$ cat config.mk
export PLATFORM = sky130hd
export DESIGN_NAME = ogno_isqrt
export DESIGN_NICKNAME = d
export VERILOG_FILES = /design/src/sv/occupancy_grid_nearest_obstacle_assert.svh /design/src/sv/ogno_isqrt.sv
export SDC_FILE = /design/constraint.sdc
export NUM_CORES = 1
export LEC_CHECK = 0
export BUFFER_PORTS_ARGS = -buffer_cell sky130_fd_sc_hd__buf_2
export CAP_MARGIN = 30
export CORE_MARGIN = 4
export CORE_UTILIZATION = 50
export CTS_CLUSTER_SIZE = 12
export DETAILED_ROUTE_END_ITERATION = 8
export PLACE_DENSITY_LB_ADDON = 0.15
export SYNTH_ARGS = -nofsm -noshare
export SYNTH_HDL_FRONTEND = slang
export SYNTH_SLANG_ARGS = --single-unit
$ cat constraint.sdc
create_clock -name i_clk -period 3 [get_ports i_clk]
set_input_delay 0.3 -clock i_clk [delete_from_list [all_inputs] [get_ports i_clk]]
set_output_delay 0.3 -clock i_clk [all_outputs]
set_load 0.03 [all_outputs]
$ cat src/sv/occupancy_grid_nearest_obstacle_assert.svh
// ----------------------------------------------------------------------------
// Assertion macros for the occupancy grid nearest-obstacle block
// Shared concurrent assertion forms, compiled out when NO_ASSERTIONS is set.
// ----------------------------------------------------------------------------
`ifndef OCCUPANCY_GRID_NEAREST_OBSTACLE_ASSERT_SVH
`define OCCUPANCY_GRID_NEAREST_OBSTACLE_ASSERT_SVH
`ifndef NO_ASSERTIONS
`define OGNO_ASSERT_CLK(label, clk, rst_n, prop, msg) \
    label: assert property (@(posedge clk) disable iff (!rst_n) prop) else $error(msg);
`define OGNO_ASSERT(label, prop, msg) `OGNO_ASSERT_CLK(label, i_clk, i_rst_n, prop, msg)
`else
`define OGNO_ASSERT_CLK(label, clk, rst_n, prop, msg)
`define OGNO_ASSERT(label, prop, msg)
`endif
`endif

$ cat src/sv/ogno_isqrt.sv
`timescale 1ns / 1ps
// ----------------------------------------------------------------------------
// ogno_isqrt
// Integer square root, one result bit per cycle.
// ----------------------------------------------------------------------------
module ogno_isqrt #(
    parameter int IN_W = 42
) (
    input  logic                i_clk,
    input  logic                i_rst_n,
    input  logic                i_start,
    input  logic [IN_W-1:0]     i_value,
    output logic                o_done,
    output logic [IN_W/2-1:0]   o_root
);

    localparam int OUT_W = IN_W / 2;
    localparam int REM_W = OUT_W + 3;
    localparam int CNT_W = $clog2(OUT_W + 1);

    logic [IN_W-1:0]  r_val;
    logic [REM_W-1:0] r_rem;
    logic [OUT_W-1:0] r_root;
    logic [CNT_W-1:0] r_cnt;
    logic             r_run;
    logic             r_done;
    logic [REM_W-1:0] trial;
    logic [REM_W-1:0] test;
    logic             take;

    always_comb begin
        trial = {r_rem[REM_W-3:0], r_val[IN_W-1:IN_W-2]};
        test  = {1'b0, r_root, 2'b01};
        take  = (trial >= test);
    end

    always_ff @(posedge i_clk) begin
        if (!i_rst_n) begin
            r_run  <= 1'b0;
            r_done <= 1'b0;
            r_cnt  <= '0;
        end else begin
            r_done <= 1'b0;
            if (i_start) begin
                r_run <= 1'b1;
                r_cnt <= CNT_W'(OUT_W);
            end else if (r_run) begin
                r_cnt <= r_cnt - 1'b1;
                if (r_cnt == CNT_W'(1)) begin
                    r_run  <= 1'b0;
                    r_done <= 1'b1;
                end
            end
        end
    end

    always_ff @(posedge i_clk) begin
        if (i_start) begin
            r_val  <= i_value;
            r_rem  <= '0;
            r_root <= '0;
        end else if (r_run) begin
            r_val  <= {r_val[IN_W-3:0], 2'b00};
            r_rem  <= take ? (trial - test) : trial;
            r_root <= {r_root[OUT_W-2:0], take};
        end
    end

    assign o_done = r_done;
    assign o_root = r_root;

endmodule

# [After elaboration in Yosys (flattened, before gate mapping)]
# Index checks and enable logic that the tools add are counted.
# W data, S select, Z words.
[totals] regBits=92 inputBits=45 out_inout_bits=22 elab_cells=25
[op_classes] add_sub_neg=2 magnitude_cmp=1 eq_ne=1 muxes=9 bitwise=2 reduce_logical=3
[op_table] cell="$mux W42" count=2
[op_table] cell="$ge A24 B23 Y1" count=1
[op_table] cell="$mux W22" count=1
[op_table] cell="$sub A22 B22 Y22" count=1
[op_table] cell="$mux W5" count=2
[op_table] cell="$eq A5 B1 Y1 const B" count=1
[op_table] cell="$sub A5 B1 Y5 const B" count=1
[op_table] cell="$mux W1" count=4
[op_table] cell="$reduce_or A3 Y1" count=1
[op_table] cell="$not A1 Y1" count=2
[op_table] cell="$reduce_bool A2 Y1" count=1
[op_table] cell="$reduce_or A2 Y1" count=1

# [Logic depth before layout (Yosys ltp)]
[logic_depth] word_depth=4 ltp_mapped=14

# [Least setup slack after synthesis]
# OpenSTA, ideal clock, no wires.
[synth_timing] path_kind="register to register" start="register r_root[0], in the netlist o_root[0]" end="register r_rem[9]" setup_ns=0.128 arrival_time_ns=2.525 t_required_ns=2.872 setup_slack_ns=0.348 path_stages_with_launch=14 cell_sequence="dfxtp_1 inv_1 ha_1 nor2b_1 o21a_1 o21ai_2 a21oi_2 nor3_2 o21ai_1 a31o_1 buf_6 mux2_4 mux2i_1 nor2_1"
[synth_via] elab_chain_cells=2 word_cells_on_any_way=3
[synth_rtl] element="from (decl)" line="ogno_isqrt.sv:23" source="logic [OUT_W-1:0] r_root;"
[synth_rtl] element="from (signal assigned)" line="ogno_isqrt.sv:65" source="r_root <= {r_root[OUT_W-2:0], take};"
[synth_rtl] element="$sub A22 B22 Y22 / $ge A24 B23 Y1 (equally long branches)" line="ogno_isqrt.sv:64, ogno_isqrt.sv:34"
[synth_rtl] element="$mux W22 *" line="ogno_isqrt.sv:64" source="r_rem <= take ? (trial - test) : trial;"
[synth_rtl] element="to (signal assigned)" line="ogno_isqrt.sv:64"
[synth_rtl] element="to (decl)" line="ogno_isqrt.sv:22" source="logic [REM_W-1:0] r_rem;"
# Every way passes the cells marked *; elsewhere a longest branch is shown, timed or not.
# A chain may end at the register's enable or synchronous reset.

# [Worst setup path after layout]
[layout_timing] start="register r_root[0], in the netlist o_root[0]" end="register r_rem[11]"
# The elaborated chain is that of the path after synthesis.

==> results.yml <==
run_status:
  status: "completed"
floorplanning:
  core_area_mm2: 0.00928
  die_w_um: 106
  die_h_um: 106
  pin_count: 67
  initial_core_util_pct: 51.8
  rows: 35
  fp.dieArea_mm2: 0.0112
drt:
  drc: 0
  viasPerCell: 5.18
  wl_per_cell_um: 13.7
  drtIter0Drc: 94
  drt_pass1_iterations: 4
  num_vias: 3362
  finalWirelength_um: 8890
  ant_nets: 0
clocking:
  htreeDepth: 3
  clock_latency_ns: 0.36
  root_buffer: "clkbuf_8"
  holdBufCountCts: 0
  post_cts_buffers: 0
  cts_made_buffers: 9
  clock_path_buffers: 2
  cts_tree: "yes"
  cts_resized: 0
  cts.sinks: 92
  clkTransAtPathRegs_ns: 0.09
pwr:
  ir_drop_mv: 0.309
  power.leakage_nw: 2.26
  p_per_area_mw_per_mm2: 798
  finalPower_mw: 4.35
logic_synthesis:
  synth_top_area_cell: "edfxtp_1"
  yosys.area_share.simple_pct: 9.29
  synth_compound_area_share_pct: 12.2
  yosysTopAreaCellShare_pct: 26.2
  synth_top_family_by_area: "multiplexers"
  ys.flop_type: "dfxtp_1"
  ys_warn_count: 0
  netlist_area_mm2: 0.00481
  avgSynthCellArea_um2: 10.7
  synth.yosys.seq_area_share_pct: 47.0
  synthAdderAreaFrac_pct: 6.51
  muxShareOfSynthArea_pct: 16.6
  synthArstFlopShare_pct: 0
  synth_edf_count: 42
  synth.area.top_cells: "edfxtp_1, dfxtp_1, mux2_2"
  netlist-cell-type-count: 49
  syn_inst: 450
  synth-seq-cells: 92
  synth_fp_nets: 520
  yosys.area_share.xor_xnor_pct: 4.19
place:
  place_congestion: 0.862
  port_buffers: 66
  dp_hpwl_um: 6390
  dpl.cell_count: 633
sta:
  max_freq_ghz: 0.380
  rsz0062_at_grt: "false"
  worst_pin_slew_ns: 0.520
  period_minus_slack_ns: 2.63
  skew_ns: 0.0140
  setup_viol: 0
  slew_viol_final: 0
  hold_viol_final: 0
  min_period_over_period_pct: 87.8
  slew_headroom_pct: 65.4
  timing.setup.tns_ns: 0
critical_path:
  crit_arrival_ns: 2.87
  start_kind: "register"
  crit_required_ns: 3.23
  end_kind: "register"
  critical_path.max_fanout: 11
  worst-setup-path-type: "register to register"
cells_and_area:
  nets: 585
  layout_common_cells: "buf_2, nor2_1, dfxtp_1"
  nFillCells: 838
  drive_gt1_share_pct: 26.5
  final_common_cell: "buf_2"
  regArea_mm2: 0.00226
  area_growth_pct: 13.3
  final_cells: 649
  diodes: 0
  multi_input_area_mm2: 0.00235
grt:
  track_usage_pct: 16.7
  grt_pass1_wl_um: 15600
  grt_antenna_before_repair: 0
  grt_max_degree: 48
  grt_overflow: 0
  first_global_vias: 3473
job:
  drv_cap: 0
hold_path:
  worst_hold_path_type: "input pin to register"
## cells in the mapped netlist, drive strengths merged, types with 3 or more instances
cell type	n
dfxtp	50
nor2	50
edfxtp	42
mux2	42
mux2i	32
inv	29
ha	25
a21oi	22
nand2	22
a211oi	17
o21ai	14
clkbuf	12
xor2	12
a21o	11
xnor2	11
buf	8
o21a	7
nor3	6
nand3	4
and2	3
## critical path: stages (launching register included)
cell	delay, ns
dfxtp_1	0.37
inv_1	0.06
ha_1	0.33
nor2b_1	0.17
o21a_1	0.16
o21ai_2	0.08
a21oi_2	0.17
nor3_2	0.06
o21ai_1	0.12
a31o_1	0.39
buf_4	0.29
mux2i_1	0.23
a211oi_1	0.09
## registers in the layout, summed over array words and instances (netlist names)
name    cells
r_val      42
o_root     21
r_rem      22
o_done      1
r_cnt       5
r_run       1
## per-layer routing
layer,vias to the layer above,routed length (µm),global-route usage (%)
li1,1740,-,-
met1,1558,4010,20.2
met2,50,4320,28.9
met3,14,373,4.49
met4,0,181,5.74
met5,-,0,0
## kinds of logic after synthesis
logic type / count (synthesis)
DFF: 92
muxes: 74
AOI/OAI and AO/OA: 87
xor gates and xnor gates: 23
buffers and inverters: 49
and+or+nand+nor: 100
adders and majority gates: 25
## power by group
group / internal (mW) / total, mW / switching, mW
registers: 1.48 / 1.57 / 0.0938
logic: 0.938 / 1.99 / 1.05
clock network: 0.317 / 0.789 / 0.472
total: 2.73 / 4.35 / 1.62
## through the flow
stage	setup WS [ns]	cell area [µm²]	hold slack, ns	util, %
floorplan	0.348	4810	0.417	-
global placement	0.437	5270	0.480	56.8
detailed placement	0.320	5270	0.487	56.8
CTS	0.306	5450	0.182	58.7
global route	0.107	5450	0.204	58.7
finish	0.366	5450	0.200	58.7
## final timing paths
kind | depth (start not counted) | slack [ns] | start | endpoint
hold reg to reg | 2 | 0.50 | r_rem[1] | r_rem[1]
setup / recovery | 12 | 0.37 | o_root[0] | r_rem[11]
setup reg to reg | 12 | 0.37 | o_root[0] | r_rem[11]
hold / removal | 2 | 0.20 | i_rst_n | r_cnt[0]
## area by class of cell
class / count / share of cell area, %
clock inverter: 6 / 0.964
clock buffer: 10 / 2.34
timing repair buffer: 74 / 7.16
multi-input combinational: 309 / 43.0
inverter: 29 / 2.00
sequential: 92 / 41.5
tap: 129 / 2.96
No activity file was read; power rests on OpenSTA's default activity.
