===== src/sv/occupancy_grid_nearest_obstacle_assert.svh =====
// ----------------------------------------------------------------------------
// Assertion macros for the occupancy grid nearest-obstacle block
// Shared concurrent assertion forms, compiled out when NO_ASSERTIONS is set.
// ----------------------------------------------------------------------------
`ifndef OCCUPANCY_GRID_NEAREST_OBSTACLE_ASSERT_SVH
`define OCCUPANCY_GRID_NEAREST_OBSTACLE_ASSERT_SVH
`ifndef NO_ASSERTIONS
`define OGNO_ASSERT_CLK(label, clk, rst_n, prop, msg) \
    label: assert property (@(posedge clk) disable iff (!rst_n) prop) else $error(msg);
`define OGNO_ASSERT(label, prop, msg) `OGNO_ASSERT_CLK(label, i_clk, i_rst_n, prop, msg)
`else
`define OGNO_ASSERT_CLK(label, clk, rst_n, prop, msg)
`define OGNO_ASSERT(label, prop, msg)
`endif
`endif


===== src/sv/ogno_div.sv =====
`timescale 1ns / 1ps
// ----------------------------------------------------------------------------
// ogno_div
// Restoring divider, one quotient bit per cycle.
// ----------------------------------------------------------------------------
module ogno_div #(
    parameter int NUM_W = 29,
    parameter int DEN_W = 20
) (
    input  logic             i_clk,
    input  logic             i_rst_n,
    input  logic             i_start,
    input  logic [NUM_W-1:0] i_num,
    input  logic [DEN_W-1:0] i_den,
    output logic             o_done,
    output logic [NUM_W-1:0] o_quot,
    output logic [DEN_W-1:0] o_rem
);

    localparam int CNT_W = $clog2(NUM_W + 1);

    logic [NUM_W-1:0] r_num;
    logic [DEN_W-1:0] r_den;
    logic [DEN_W-1:0] r_rem;
    logic [CNT_W-1:0] r_cnt;
    logic             r_run;
    logic             r_done;
    logic [DEN_W:0]   partial;
    logic             q_bit;
    logic [DEN_W:0]   diff;

    always_comb begin
        partial = {r_rem, r_num[NUM_W-1]};
        diff    = partial - {1'b0, r_den};
        q_bit   = (partial >= {1'b0, r_den});
    end

    always_ff @(posedge i_clk) begin
        if (!i_rst_n) begin
            r_run  <= 1'b0;
            r_done <= 1'b0;
            r_cnt  <= '0;
        end else begin
            r_done <= 1'b0;
            if (i_start) begin
                r_run <= 1'b1;
                r_cnt <= CNT_W'(NUM_W);
            end else if (r_run) begin
                r_cnt <= r_cnt - 1'b1;
                if (r_cnt == CNT_W'(1)) begin
                    r_run  <= 1'b0;
                    r_done <= 1'b1;
                end
            end
        end
    end

    always_ff @(posedge i_clk) begin
        if (i_start) begin
            r_num <= i_num;
            r_den <= i_den;
            r_rem <= '0;
        end else if (r_run) begin
            r_num <= {r_num[NUM_W-2:0], q_bit};
            r_rem <= q_bit ? diff[DEN_W-1:0] : partial[DEN_W-1:0];
        end
    end

    assign o_done = r_done;
    assign o_quot = r_num;
    assign o_rem  = r_rem;

endmodule


===== config.mk =====
export PLATFORM = sky130hd
export DESIGN_NAME = ogno_div
export DESIGN_NICKNAME = d
export VERILOG_FILES = /design/src/sv/occupancy_grid_nearest_obstacle_assert.svh /design/src/sv/ogno_div.sv
export SDC_FILE = /design/constraint.sdc
export NUM_CORES = 1
export LEC_CHECK = 0
export BUFFER_PORTS_ARGS = -buffer_cell sky130_fd_sc_hd__buf_4
export CORE_ASPECT_RATIO = 1.2
export CORE_UTILIZATION = 45
export CTS_CLUSTER_SIZE = 20
export DETAILED_ROUTE_END_ITERATION = 10
export PLACE_DENSITY = 0.71
export SETUP_SLACK_MARGIN = 0.4
export SYNTH_ARGS = -nofsm -noshare
export SYNTH_HDL_FRONTEND = slang
export SYNTH_SLANG_ARGS = --single-unit

===== constraint.sdc =====
create_clock -name i_clk -period 4.1 [get_ports i_clk]
set_input_delay 0.205 -clock i_clk [delete_from_list [all_inputs] [get_ports i_clk]]
set_output_delay 0.205 -clock i_clk [all_outputs]
set_load 0.01 [all_outputs]

# Yosys cells after proc, flatten, opt, wreduce, memory -nomap -nowiden
# Cells that the tools add are included.
[op_classes]
n_addsub = 2
n_lt_le_gt_ge = 1
eq_ne = 1
muxes = 9
bitwise = 2
n_reduce_logical = 3
[ops]
columns = ["cell", "n"]
rows = [
  ["$mux W29", 2],
  ["$ge A21 B20 Y1", 1],
  ["$mux W20", 1],
  ["$sub A20 B20 Y20", 1],
  ["$mux W5", 2],
  ["$eq A5 B1 Y1 const B", 1],
  ["$sub A5 B1 Y5 const B", 1],
  ["$mux W1", 4],
  ["$reduce_or A3 Y1", 1],
  ["$not A1 Y1", 2],
  ["$reduce_bool A2 Y1", 1],
  ["$reduce_or A2 Y1", 1],
]
[totals]
regBits = 76
in_bits = 52
output_inout_bits = 50
elab_cells = 25

# Longest topological paths before layout
[logic_depth]
depth_word = 4
ltp_mapped = 11
depth_no_buf = 11

# Worst setup path before layout
# No wires, ideal clock.
[synth_path]
path_kind = "flip-flop to flip-flop"
start = "reg r_num[28] (netlist: o_quot[28])"
end = "reg r_rem[18] (netlist: o_rem[18])"
setup_time_ns = 0.117
t_arrival_ns = 2.343
t_required_ns = 3.983
path_slack_ns = 1.640
path_stages_with_launch = 12
period_less_slack_ns = 2.460
path_cell_list = "edfxtp_1 inv_1 ha_1 fa_1 nor2b_1 o31a_1 o41a_1 o211a_1 o21ai_2 a2111o_1 o2111ai_1 a22o_1"
[synth_between]
elab_chain_len = 2
elab_cells_between_ends = 3
cone_classes = "1 x add/sub; 1 x order compare; 1 x mux"
[synth_rtl]
columns = ["item", "line", "source"]
rows = [
  ["start: declaration", "ogno_div.sv:22", "logic [NUM_W-1:0] r_num;"],
  ["start signal: assignment", "ogno_div.sv:60", "r_num <= i_num;"],
  ["start signal: assignment", "ogno_div.sv:64", "r_num <= {r_num[NUM_W-2:0], q_bit};"],
  ["$sub A20 B20 Y20 / $ge A21 B20 Y1 (equally long branches)", "ogno_div.sv:34, ogno_div.sv:35", ""],
  ["$mux W20 (*)", "ogno_div.sv:65", "r_rem <= q_bit ? diff[DEN_W-1:0] : partial[DEN_W-1:0];"],
  ["end signal: assignment", "ogno_div.sv:65", ""],
  ["end: declaration", "ogno_div.sv:24", "logic [DEN_W-1:0] r_rem;"],
]
# Every way passes the cells marked *; elsewhere a longest branch is shown, timed or not.
# A chain may end at the register's enable or synchronous reset.

# Worst setup path in the final report
[layout_path]
start = "reg r_den[3]"
end = "reg r_rem[19] (netlist: o_rem[19])"
[layout_between]
elab_chain_len = 2
elab_cells_between_ends = 3
cone_classes = "1 x add/sub; 1 x order compare; 1 x mux"
[layout_rtl]
columns = ["item", "line", "source"]
rows = [
  ["start: declaration", "ogno_div.sv:23", "logic [DEN_W-1:0] r_den;"],
  ["start signal: assignment", "ogno_div.sv:61", "r_den <= i_den;"],
  ["$sub A20 B20 Y20 / $ge A21 B20 Y1 (equally long branches)", "ogno_div.sv:34, ogno_div.sv:35", ""],
  ["$mux W20 (*)", "ogno_div.sv:65", ""],
]
# Marked as above.

==> reports/results.ini <==
[run_status]
run_status = completed

[pwr]
p_sw_uw = 559
power.density_nw_per_um2 = 372
internal_power_mw = 1.39
switching_share_pct = 28.7
p_comb_share_pct = 23.4
power.clock.fraction_pct = 28.7
p_seq_share_pct = 47.9
peakVddDrop_uv = 236
p_leak_nw = 2.23

[cts]
clock_latency_ns = 0.35
path_clk_slew_ns = 0.08
clk_path_buf_depth = 2
ctsHtreeMaxLevel = 3
cts_root_buf = clkbuf_8
cts_tree = done
cts_setup_buffers = 0
numCtsBuffers = 9
clock-sinks = 76

[critical_path]
required_ns = 4.38
critPathArrivalTime_ns = 3.09
crit_fanout = 17
slowest_delay_ns = 0.54
r2r_setup_slack_ns = 1.28
endpoint = o_rem[19]
worstSetupPathType = reg2reg
critPathLaunchType = flip-flop
end_kind = flip-flop
crit_path_start = r_den[3]
reg2reg_from = r_den[3]
r2r_end = o_rem[19]
worstPathCellList = inv_1 > ha_1 > nand3_1 > o21bai_1 > nand3_2 > a31oi_2 > o31ai_2 > buf_4 > nand3b_1 > mux2_2 > a21oi_1
cp_slowest_cell = o31ai_2
ff2ff_path_depth = 11

[final_layout]
final_util_pct = 60.2
fin_cells = 617
multiInputGateArea_um2 = 1930
num_antenna_cells = 0
area_growth_pct = 27.6
seq_area_um2 = 2010
num-nets-final = 570
fillers = 778
layout-drive-gt1-share_pct = 31.6

[logic_synthesis]
ys_ff_latch = 76
yosysWarnings = 0
synthTopCellsByArea = edfxtp_1 (36%), dfxtp_1 (13%), mux2_2 (8.2%)
avgSynthCellArea_um2 = 10.6
synth_cell_types = 56
synth-edff-count = 49
yosysSeqAreaShare_pct = 49.0
synth_most_common_cell = edfxtp_1
ys.flop_type = edfxtp_1
syn_nets = 461
synth_cells = 386
syn-cell-area_um2 = 4100
synthTopCellsByCount = edfxtp_1 (49), nor2_1 (40), nand2_1 (35)
synth_area_leader_cell = edfxtp_1
synthArstFlopShare_pct = 0
synth_top_cell_area_share_pct = 35.9

[floorplanning]
die_width_um = 89.2
ios = 102
row_count = 37
start_util_pct = 47.2
dieArea_um2 = 9510
core_area_um2 = 8700
chipHeight_um = 107

[placement]
portBuffers = 101
hpwl_mm = 6.75
pre_cts_ws_ns = 1.32
dp.cells = 593
place.gp.congestion = 0.899

[global_route]
grt_pass1_wl_mm = 15.6
antenna_found_initial = 0
grt_max_degree = 72
grtUsageTotal_pct = 21.9
overflow = 0
grt_pass1_vias = 3304

[timing]
rsz0062_at_grt = false
finalHoldWorstSlack_ns = 0.0287
fmax_ghz = 0.355
relSlewSlack_pct = 26.8
tns_ns = 0
period_minus_slack_ns = 2.82
skew_ns = 0.00898
hold_viol = 0
fin_ws_ns = 1.28
drv_slew = 0
setup_viol = 0
tightest_slew_ns = 1.10
finalCritPeriodShare_pct = 68.7

[drt]
viasPerCell = 5.32
drc_errors = 0
vias = 3284
totalWireLength_mm = 9.56
antenna_left = 0
wl_per_cell_um = 15.5
drt_iter0_drc = 148
drtPass1Iterations = 4

[worst_hold_path]
hold_path_class = in2reg

[run]
cap_violations = 0

power groups by stage:
| stage | logic [mW] | clock network [mW] | registers (mW) |
|---|---|---|---|
| after global placement | 0.442 | 0 | 0.949 |
| after global routing | 0.504 | 0.614 | 0.943 |
| after CTS | 0.452 | 0.582 | 0.935 |
| after floorplan | 0.260 | 0 | 0.963 |
| final | 0.456 | 0.560 | 0.934 |
| after detailed placement | 0.449 | 0 | 0.950 |
what timing repair did:
| action | 4_1_cts | 5_1_grt |
|---|---|---|
| hold buffers | 1 | 7 |
| resized for setup | 0 | 0 |
| hold endpoints to repair | 1 | 7 |
how the worst min path moves through the flow:
stage / startpoint / to / slack (ns) / cells after the start
floorplan: i_den[0] / r_den[0] / 0.30 / 0
global placement: i_den[5] / r_den[5] / 0.38 / 1
detailed placement: i_den[5] / r_den[5] / 0.38 / 1
CTS: i_den[11] / r_den[11] / 0.0008 / 1
global route: i_den[9] / r_den[9] / 0.0002 / 1
finish: i_den[0] / r_den[0] / 0.03 / 1
cells in the final DEF, fill, tap and decap left out, drive strengths merged, types with 8 or more instances in the layout:
cell type,n
buf,103
edfxtp,49
nor2,40
nand2,35
mux2,32
inv,27
dfxtp,27
ha,22
o21ai,15
a21oi,14
nand3,11
a311oi,9
clkbuf,9
nor2b,8
dlygate4sd3,8
layer usage:
layer	global-route usage, %	vias to the layer above	share of wire [%]
met1	26.3	1525	41
met4	10.5	0	2.5
met5	0	-	0
met3	7.78	18	7.1
li1	-	1628	-
met2	34.4	113	49
stage by stage:
| step | total power [mW] | instance area (µm²) |
|---|---|---|
| 6_report | 1.95 | 5240 |
| 3_3_place_gp | 1.39 | 4970 |
| 4_1_cts | 1.97 | 5170 |
| 5_1_grt | 2.06 | 5240 |
| 3_5_place_dp | 1.40 | 4970 |
| 2_1_floorplan | 1.22 | 4100 |
cell families after synthesis:
logic type               Yosys count  synth area share [%]
AO/OA/AOI/OAI                     77                  13.5
XOR/XNOR                          13                  2.77
adder cells (fa/ha/maj)           23                  7.20
buffers and inverters             40                  3.87
flip-flops                        76                  49.0
multiplexers                      35                  9.51
AND/OR/NAND/NOR                  122                  14.1
layout make-up:
type / instances / share of cell area [%]
Clock inverter: 7 / 1.29
Inverter: 27 / 1.94
Timing Repair Buffer: 111 / 16.3
Sequential cell: 76 / 38.4
Tap cell: 117 / 2.80
Clock buffer: 9 / 2.37
Multi-Input combinational cell: 270 / 36.9
registers in the layout, summed over array words and instances, names as in the netlist:
register,cells
o_rem,20
o_quot,29
o_done,1
r_cnt,5
r_run,1
r_den,20
critical path, delay by kind of cell, from the launching register on:
kind	cells	cell delay, ns
compound gates	4	1.03
buf+inv	2	0.38
simple gates	3	0.36
fa+ha+maj	1	0.35
flops	1	0.34
mux	1	0.28
Note: power is estimated with default switching activity, not from simulation.
